### src/rtl/trd_pkg.sv
// Package for the TGA run-length pixel decoder: payload types, codes and helpers.
`timescale 1ns / 1ps

package trd_pkg;

    // Packet header fields and the opaque alpha value
    localparam logic [7:0] RLE_COUNT_MASK = 8'h7f;
    localparam logic [7:0] RLE_RUN_BIT    = 8'h80;
    localparam logic [7:0] ALPHA_OPAQUE   = 8'hFF;

    // Pixel format codes
    localparam logic [1:0] FMT_16 = 2'd0;
    localparam logic [1:0] FMT_24 = 2'd1;
    localparam logic [1:0] FMT_32 = 2'd2;

    // Configuration register indexes
    localparam logic CFG_PIXEL_FORMAT = 1'b0;
    localparam logic CFG_TOTAL_PIXELS = 1'b1;

    // Reset values of the configuration registers
    localparam logic [1:0]  PIXEL_FORMAT_RST = FMT_32;
    localparam logic [31:0] TOTAL_PIXELS_RST = 32'd0;

    // Decode status codes
    typedef enum logic [1:0] {
        ST_PROGRESS   = 2'd0,
        ST_COMPLETE   = 2'd1,
        ST_INCOMPLETE = 2'd2
    } t_status;

    // One input byte
    typedef struct packed {
        logic [7:0] data_byte;
        logic       last_byte;
    } t_in_item;

    // One result
    typedef struct packed {
        logic [31:0] pixel_word;
        logic [7:0]  repeat_count;
        logic        pixel_valid;
        logic [1:0]  decode_status;
    } t_out_item;

    // Bytes per source pixel; the unused code decodes as 32-bit
    function automatic logic [2:0] bytes_per_pixel(input logic [1:0] fmt);
        logic [2:0] bpp;
        begin
            case (fmt)
                FMT_16:  bpp = 3'd2;
                FMT_24:  bpp = 3'd3;
                default: bpp = 3'd4;
            endcase
            return bpp;
        end
    endfunction

endpackage

### src/rtl/trd_core.sv
// Decode state and per-byte step logic of the TGA run-length pixel decoder.
`timescale 1ns / 1ps

module trd_core (
    input  logic                i_clk,
    input  logic                i_rst_n,
    input  logic                i_go,
    input  trd_pkg::t_in_item   i_item,
    input  logic [1:0]          i_pixel_format,
    input  logic [31:0]         i_total_pixels,
    output logic                o_res_valid,
    output trd_pkg::t_out_item  o_res
);

    logic        r_expect_header, n_expect_header;
    logic        r_packet_is_run, n_packet_is_run;
    logic [7:0]  r_packet_left,   n_packet_left;
    logic [1:0]  r_byte_position, n_byte_position;
    logic [31:0] r_pixel_assembly, n_pixel_assembly;
    logic [31:0] r_pixels_done,   n_pixels_done;
    logic        r_finished,      n_finished;

    logic [31:0] assembled;
    logic [1:0]  pos_next;
    logic [2:0]  bpp;
    logic [31:0] remaining;
    logic [7:0]  rep;
    logic [31:0] done_next;
    logic [31:0] word;

    // State registers
    always_ff @(posedge i_clk) begin
        if (!i_rst_n) begin
            r_expect_header  <= 1'b1;
            r_packet_is_run  <= 1'b0;
            r_packet_left    <= 8'd0;
            r_byte_position  <= 2'd0;
            r_pixel_assembly <= 32'd0;
            r_pixels_done    <= 32'd0;
            r_finished       <= 1'b0;
        end else if (i_go) begin
            r_expect_header  <= n_expect_header;
            r_packet_is_run  <= n_packet_is_run;
            r_packet_left    <= n_packet_left;
            r_byte_position  <= n_byte_position;
            r_pixel_assembly <= n_pixel_assembly;
            r_pixels_done    <= n_pixels_done;
            r_finished       <= n_finished;
        end
    end

    // Byte lane insert into the pixel being assembled
    always_comb begin
        assembled = r_pixel_assembly;
        case (r_byte_position)
            2'd0:    assembled[7:0]   = r_pixel_assembly[7:0]   | i_item.data_byte;
            2'd1:    assembled[15:8]  = r_pixel_assembly[15:8]  | i_item.data_byte;
            2'd2:    assembled[23:16] = r_pixel_assembly[23:16] | i_item.data_byte;
            default: assembled[31:24] = r_pixel_assembly[31:24] | i_item.data_byte;
        endcase
    end

    assign pos_next  = r_byte_position + 2'd1;
    assign bpp       = trd_pkg::bytes_per_pixel(i_pixel_format);
    assign remaining = i_total_pixels - r_pixels_done;

    // Run length clipped to the pixels still missing
    always_comb begin
        if (!r_packet_is_run) begin
            rep = 8'd1;
        end else if ({24'd0, r_packet_left} > remaining) begin
            rep = remaining[7:0];
        end else begin
            rep = r_packet_left;
        end
    end

    assign done_next = r_pixels_done + {24'd0, rep};

    // Format the finished pixel
    always_comb begin
        case (bpp)
            3'd2:    word = {16'd0, assembled[15:0]};
            3'd3:    word = {trd_pkg::ALPHA_OPAQUE, assembled[23:0]};
            default: word = assembled;
        endcase
    end

    // Next state and result
    always_comb begin
        n_expect_header  = r_expect_header;
        n_packet_is_run  = r_packet_is_run;
        n_packet_left    = r_packet_left;
        n_byte_position  = r_byte_position;
        n_pixel_assembly = r_pixel_assembly;
        n_pixels_done    = r_pixels_done;
        n_finished       = r_finished;
        o_res_valid      = 1'b0;
        o_res            = '0;

        if (r_finished) begin
            // decode over: bytes are dropped
            o_res_valid = 1'b0;
        end else if (r_pixels_done >= i_total_pixels) begin
            // nothing left to decode
            n_finished          = 1'b1;
            o_res_valid         = 1'b1;
            o_res.decode_status = trd_pkg::ST_COMPLETE;
        end else if (r_expect_header) begin
            n_packet_left    = (i_item.data_byte & trd_pkg::RLE_COUNT_MASK) + 8'd1;
            n_packet_is_run  = (i_item.data_byte & trd_pkg::RLE_RUN_BIT) != 8'd0;
            n_expect_header  = 1'b0;
            n_byte_position  = 2'd0;
            n_pixel_assembly = 32'd0;
            if (i_item.last_byte) begin
                n_finished          = 1'b1;
                o_res_valid         = 1'b1;
                o_res.decode_status = trd_pkg::ST_INCOMPLETE;
            end
        end else if (pos_next != 2'd0 && {1'b0, pos_next} < bpp) begin
            // pixel still partial
            n_pixel_assembly = assembled;
            n_byte_position  = pos_next;
            if (i_item.last_byte) begin
                n_finished          = 1'b1;
                o_res_valid         = 1'b1;
                o_res.decode_status = trd_pkg::ST_INCOMPLETE;
            end
        end else begin
            // pixel finished
            n_byte_position  = 2'd0;
            n_pixel_assembly = 32'd0;
            if (r_packet_is_run) begin
                n_packet_left   = 8'd0;
                n_expect_header = 1'b1;
            end else begin
                n_packet_left   = r_packet_left - 8'd1;
                n_expect_header = (r_packet_left == 8'd1);
            end
            n_pixels_done      = done_next;
            o_res_valid        = 1'b1;
            o_res.pixel_word   = word;
            o_res.repeat_count = rep;
            o_res.pixel_valid  = 1'b1;
            if (done_next >= i_total_pixels) begin
                n_finished          = 1'b1;
                o_res.decode_status = trd_pkg::ST_COMPLETE;
            end else if (i_item.last_byte) begin
                n_finished          = 1'b1;
                o_res.decode_status = trd_pkg::ST_INCOMPLETE;
            end else begin
                o_res.decode_status = trd_pkg::ST_PROGRESS;
            end
        end
    end

endmodule

### src/rtl/trd_out_reg.sv
// Result register of the TGA run-length pixel decoder.
`timescale 1ns / 1ps

module trd_out_reg (
    input  logic                i_clk,
    input  logic                i_rst_n,
    input  logic                i_load,
    input  trd_pkg::t_out_item  i_res,
    input  logic                i_out_stall,
    output logic                o_free,
    output logic                o_out_valid,
    output trd_pkg::t_out_item  o_out_data
);

    logic               r_valid;
    trd_pkg::t_out_item r_data;

    // Register can take a result when empty or being drained this cycle
    assign o_free = !r_valid || !i_out_stall;

    always_ff @(posedge i_clk) begin
        if (!i_rst_n) begin
            r_valid <= 1'b0;
        end else if (i_load) begin
            r_valid <= 1'b1;
        end else if (!i_out_stall) begin
            r_valid <= 1'b0;
        end
    end

    // Payload needs no reset
    always_ff @(posedge i_clk) begin
        if (i_load) begin
            r_data <= i_res;
        end
    end

    assign o_out_valid = r_valid;
    assign o_out_data  = r_data;

endmodule

### src/rtl/tga_rle_pixel_decoder.sv
// Top level of the TGA run-length pixel decoder: input register, config and result path.
// A byte transfer is captured in the input register; the decode step takes it from there
// and loads its result, if any, into the output register, which makes the result transfer.
// Throughput: one byte per cycle, set by the combinational decode step between the input
// register and the result register; a result held by a stalled output holds every byte.
// Reset (synchronous, active low): empty pipeline, header expected, 32-bit BGRA, total 0.
`timescale 1ns / 1ps

module tga_rle_pixel_decoder (
    input  logic                i_clk,
    input  logic                i_rst_n,
    // input byte channel
    input  logic                i_in_valid,
    input  trd_pkg::t_in_item   i_in_data,
    output logic                o_in_stall,
    // result channel
    output logic                o_out_valid,
    output trd_pkg::t_out_item  o_out_data,
    input  logic                i_out_stall,
    // configuration write channel
    input  logic                i_cfg_valid,
    input  logic                i_cfg_index,
    input  logic [31:0]         i_cfg_data,
    output logic                o_cfg_ready
);

    logic               r_in_valid;
    trd_pkg::t_in_item  r_in_item;
    logic [1:0]         r_pixel_format;
    logic [31:0]        r_total_pixels;

    logic               out_free;
    logic               go;
    logic               res_valid;
    trd_pkg::t_out_item res;

    // Config writes are always taken
    assign o_cfg_ready = 1'b1;

    always_ff @(posedge i_clk) begin
        if (!i_rst_n) begin
            r_pixel_format <= trd_pkg::PIXEL_FORMAT_RST;
            r_total_pixels <= trd_pkg::TOTAL_PIXELS_RST;
        end else if (i_cfg_valid && o_cfg_ready) begin
            case (i_cfg_index)
                trd_pkg::CFG_PIXEL_FORMAT: r_pixel_format <= i_cfg_data[1:0];
                trd_pkg::CFG_TOTAL_PIXELS: r_total_pixels <= i_cfg_data;
                default:                   r_total_pixels <= r_total_pixels;
            endcase
        end
    end

    // Decode step fires when a byte is held and the result register can take it
    assign go         = r_in_valid && out_free;
    assign o_in_stall = r_in_valid && !go;

    // Input register
    always_ff @(posedge i_clk) begin
        if (!i_rst_n) begin
            r_in_valid <= 1'b0;
        end else if (i_in_valid && !o_in_stall) begin
            r_in_valid <= 1'b1;
        end else if (go) begin
            r_in_valid <= 1'b0;
        end
    end

    always_ff @(posedge i_clk) begin
        if (i_in_valid && !o_in_stall) begin
            r_in_item <= i_in_data;
        end
    end

    trd_core u_core (
        .i_clk          (i_clk),
        .i_rst_n        (i_rst_n),
        .i_go           (go),
        .i_item         (r_in_item),
        .i_pixel_format (r_pixel_format),
        .i_total_pixels (r_total_pixels),
        .o_res_valid    (res_valid),
        .o_res          (res)
    );

    trd_out_reg u_out_reg (
        .i_clk       (i_clk),
        .i_rst_n     (i_rst_n),
        .i_load      (go && res_valid),
        .i_res       (res),
        .i_out_stall (i_out_stall),
        .o_free      (out_free),
        .o_out_valid (o_out_valid),
        .o_out_data  (o_out_data)
    );

endmodule

### config.mk
export PLATFORM = sky130hd
export DESIGN_NAME = tga_rle_pixel_decoder
export DESIGN_NICKNAME = d
export VERILOG_FILES = /design/src/rtl/trd_pkg.sv /design/src/rtl/trd_core.sv /design/src/rtl/trd_out_reg.sv /design/src/rtl/tga_rle_pixel_decoder.sv
export SDC_FILE = /design/constraint.sdc
export NUM_CORES = 1
export LEC_CHECK = 0
export BUFFER_PORTS_ARGS = -buffer_cell sky130_fd_sc_hd__buf_2
export CAP_MARGIN = 25
export CORE_ASPECT_RATIO = 0.7
export CORE_MARGIN = 2
export CORE_UTILIZATION = 50
export CTS_CLUSTER_SIZE = 30
export DETAILED_ROUTE_END_ITERATION = 6
export PLACE_DENSITY = 0.69
export SYNTH_ARGS = -nofsm -noshare
export SYNTH_HDL_FRONTEND = slang
export SYNTH_SLANG_ARGS = --single-unit
### constraint.sdc
create_clock -name i_clk -period 12.6 [get_ports i_clk]
set_input_delay 1.89 -clock i_clk [delete_from_list [all_inputs] [get_ports i_clk]]
set_output_delay 1.89 -clock i_clk [all_outputs]
set_load 0.03 [all_outputs]
==> out/metrics.csv <==
stage,metric,value,unit
worst_setup_path,required,12800,ps
worst_setup_path,cp-startpoint,r_total_pixels[0]$_SDFFE_PN0P_,
routing,wl_per_cell,17.6,microns
worst_setup_path,cp.buffers_inverters,2,
routing,vias,9824,
yosys,yosysWarnings,0,
clocking,cts_tree,built,
worst_setup_path,r2r_setup_slack,3410,ps
clocking,cts_inserted_buffers,17,
clocking,htreeDepth,4,
power,finalPower,1.40,mW
yosys,yosysUniqueCellTypes,84,
power,power_density,117,mW/mm^2
yosys,syn_nets,1472,
sta,period_share,0.729,
worst_setup_path,slowest_stage,nand4_2,
yosys,synthCells,1334,
sta,fin_setup_tns,0,ps
floorplan,ios,93,
worst_setup_path,crit_arrival,9380,ps
placed_design,dp_hpwl,21800,microns
worst_setup_path,crit_type,flop to flop,
placed_design,dp_cells,1637,
clocking,cts-root-buf,clkbuf_16,
clocking,post_cts_buffers,0,
routing,finalWirelength,29400,microns
yosys,synth-edff-count,52,
clocking,cts.sinks,165,
yosys,netlist_area,0.0109,sq mm
worst_setup_path,start_kind,flop,
global_routing,grt_max_degree,44,
routing,first_iter_violations,781,
worst_setup_path,critical_path.top_delay_family,simple AND/OR/NAND/NOR gates,
global_routing,grt_overflow,0,
yosys,ys_seq_elements,165,
global_routing,busiest_layer,met1,
routing,dr.pass1.iters,5,
yosys,synthFlopType,dfxtp_1,
global_routing,antenna_found_initial,0,
floorplan,die_area,0.0231,sq mm
clocking,worstSkewPairLatency,450,ps
floorplan,rows,45,
cells_and_area,seqCellArea,0.00382,sq mm
hold_path,min_to,u_core.r_pixel_assembly[10]$_SDFFE_PN0P_,
sta,worst_slew_pin_slew,954,ps
cells_and_area,multi_input_area,0.00634,sq mm
clocking,ctsLongestPathBuffers,2,
sta,fin_skew,14.6,ps
clocking,path_clk_slew,70,ps
cells_and_area,fillers,1990,
cells_and_area,num_antenna_cells,0,
worst_setup_path,r2r_start,r_total_pixels[0]$_SDFFE_PN0P_,
clocking,holdBufCountCts,0,
routing,vias_per_cell,5.89,
sta,max_freq,0.109,GHz
placed_design,gp_congestion,0.924,
global_routing,track_usage,0.258,
sta,maxSlewHeadroom,0.362,
worst_setup_path,cp_max_fo,20,
global_routing,grtUsageMet3,0.0573,
power,power.leakage,4.78,nW
sta,maxSlewViolCount,0,
global_routing,grtUsageMet1,0.403,
floorplan,die_h,128,microns
floorplan,fp.dieW,181,microns
hold_path,min-delay-start,u_core.r_pixel_assembly[10]$_SDFFE_PN0P_,
cells_and_area,layout-drive-gt1-share,0.124,
power,vdd_drop_max,0.0976,mV
hold_path,hold_depth,2,
worst_setup_path,max_stage_delay,570,ps
cells_and_area,synthToLayoutAreaGrowth,10.1,%
floorplan,start_util,0.506,
sta,fin_crit,9190,ps
cells_and_area,fin_util,0.557,
sta,final-hold-violation-count,0,
global_routing,use_met2,0.354,
worst_setup_path,reg2regPathDepth,38,
hold_path,hp-class,flop to flop,
worst_setup_path,crit_path_end_kind,flop,
routing,post-route-drc-count,0,
global_routing,grt_pass1_wl,47000,microns
yosys,async_flop_share,0,
floorplan,coreArea,0.0216,sq mm
sta,setup_viol,0,
sta,rsz0062_at_grt,no,
outcome,outcome,"finished, final reports clean",
yosys,ys_seq_area_frac,0.350,
cells_and_area,fin_cells,1669,
routing,detail-route-antenna-nets,0,
yosys,syn_avg_cell_area,8.19,sq um
job,maxCapViolCount,0,
cells_and_area,layout.nets,1512,
clocking,cts_resized,0,
global_routing,grt_pass1_vias,8789,
placed_design,io_buffers,91,
worst_setup_path,reg2reg_to,u_out_reg.o_out_data[0]$_SDFFCE_PP0P_,
cells by family after synthesis:
kind of cell    share of synthesized area
buf+inv                            0.0693
xor+xnor                           0.0521
flops                               0.350
fa+ha+maj                           0.106
mux                                0.0133
simple gates                        0.204
compound gates                      0.205
other cells                      0.000343
worst register-to-register path, delay by kind of cell (launching register included):
kind            cells  cell delay [ps]
xor+xnor            2              460
fa+ha+maj           5             1600
buf+inv             2              130
compound gates     13             2690
mux                 1              390
simple gates       15             3340
flops               1              330
metrics by stage:
step / area, sq um / hold WS, ps / worst slack [ps]
2_1_floorplan: 10900 / 438 / 5310
3_3_place_gp: 11400 / 447 / 3950
3_5_place_dp: 11400 / 455 / 3560
4_1_cts: 12000 / 471 / 3520
5_1_grt: 12000 / 493 / 2720
6_report: 12000 / 468 / 3410
how the worst max path moves through the flow:
stage               cells after the start  slack [ps]                                     to
floorplan                              40        5310  u_out_reg.o_out_data[0]$_SDFFCE_PP0P_
global placement                       38        3950  u_out_reg.o_out_data[0]$_SDFFCE_PP0P_
detailed placement                     38        3560  u_out_reg.o_out_data[0]$_SDFFCE_PP0P_
CTS                                    38        3520  u_out_reg.o_out_data[0]$_SDFFCE_PP0P_
global route                           37        2720  u_out_reg.o_out_data[0]$_SDFFCE_PP0P_
finish                                 38        3410  u_out_reg.o_out_data[0]$_SDFFCE_PP0P_
registers in the layout, indices dropped and copies added (netlist names):
signal,cells
u_core.r_pixels_done,32
u_out_reg.o_out_valid,1
r_pixel_format,2
u_core.r_finished,1
u_out_reg.o_out_data,43
r_in_item,9
r_total_pixels,32
u_core.r_expect_header,1
u_core.r_byte_position,2
r_in_valid,1
u_core.r_packet_is_run,1
u_core.r_pixel_assembly,32
u_core.r_packet_left,8
layout by cell type, fill, tap and decap left out, types with 10 or more instances in the layout:
master and count:
nand4_1 29, clkbuf_16 17, nor2_1 153, inv_1 91
a21oi_1 129, dfxtp_1 113, and2_1 10, o211ai_1 12
a211oi_1 17, o21bai_1 11, nand2_1 151, buf_2 91
mux2i_1 10, o21ai_0 40, xnor2_1 58, nor4_1 19
a31oi_1 36, edfxtp_1 52, ha_1 89, a21o_1 22
nand3_1 30, o21a_1 11, nor3_1 31
metal layers:
layer | share of wire | vias up
li1 | - | 4809
met1 | 0.51 | 4626
met2 | 0.39 | 365
met3 | 0.087 | 24
met4 | 0.011 | 0
met5 | 0 | -
synthesized netlist by cell type, types with 6 or more instances:
| cell | number | area share |
|---|---|---|
| nor2_1 | 153 | 0.053 |
| nand2_1 | 151 | 0.052 |
| a21oi_1 | 129 | 0.059 |
| dfxtp_1 | 113 | 0.21 |
| inv_1 | 92 | 0.032 |
| ha_1 | 89 | 0.10 |
| xnor2_1 | 58 | 0.047 |
| edfxtp_1 | 52 | 0.14 |
| clkbuf_1 | 48 | 0.017 |
| o21ai_0 | 40 | 0.018 |
| a31oi_1 | 36 | 0.021 |
| nor3_1 | 31 | 0.014 |
| nand3_1 | 30 | 0.014 |
| nand4_1 | 29 | 0.017 |
| a21o_1 | 22 | 0.015 |
| nor4_1 | 19 | 0.011 |
| a211oi_1 | 17 | 0.012 |
| o211ai_1 | 12 | 0.0083 |
| buf_2 | 11 | 0.0050 |
| o21a_1 | 11 | 0.0076 |
| o21bai_1 | 11 | 0.0076 |
| and2_1 | 10 | 0.0057 |
| mux2i_1 | 10 | 0.0092 |
| and3_1 | 9 | 0.0052 |
| nand2b_1 | 9 | 0.0052 |
| nor2b_1 | 8 | 0.0046 |
| xor2_1 | 7 | 0.0056 |
| buf_6 | 6 | 0.0062 |
| o32ai_1 | 6 | 0.0048 |
power breakdown:
part	switching [mW]	internal (mW)
registers	0.0226	0.569
logic	0.184	0.103
clock network	0.241	0.284
total	0.447	0.955
cell type report:
| cell class | count | area share |
|---|---|---|
| timing repair buffer | 101 | 0.0464 |
| clock inverter | 14 | 0.0123 |
| clock buffer | 18 | 0.0365 |
| tap | 282 | 0.0294 |
| inverter | 94 | 0.0294 |
| multi-input combinational | 995 | 0.528 |
| sequential | 165 | 0.318 |
No activity file was read; power rests on OpenSTA's default activity.
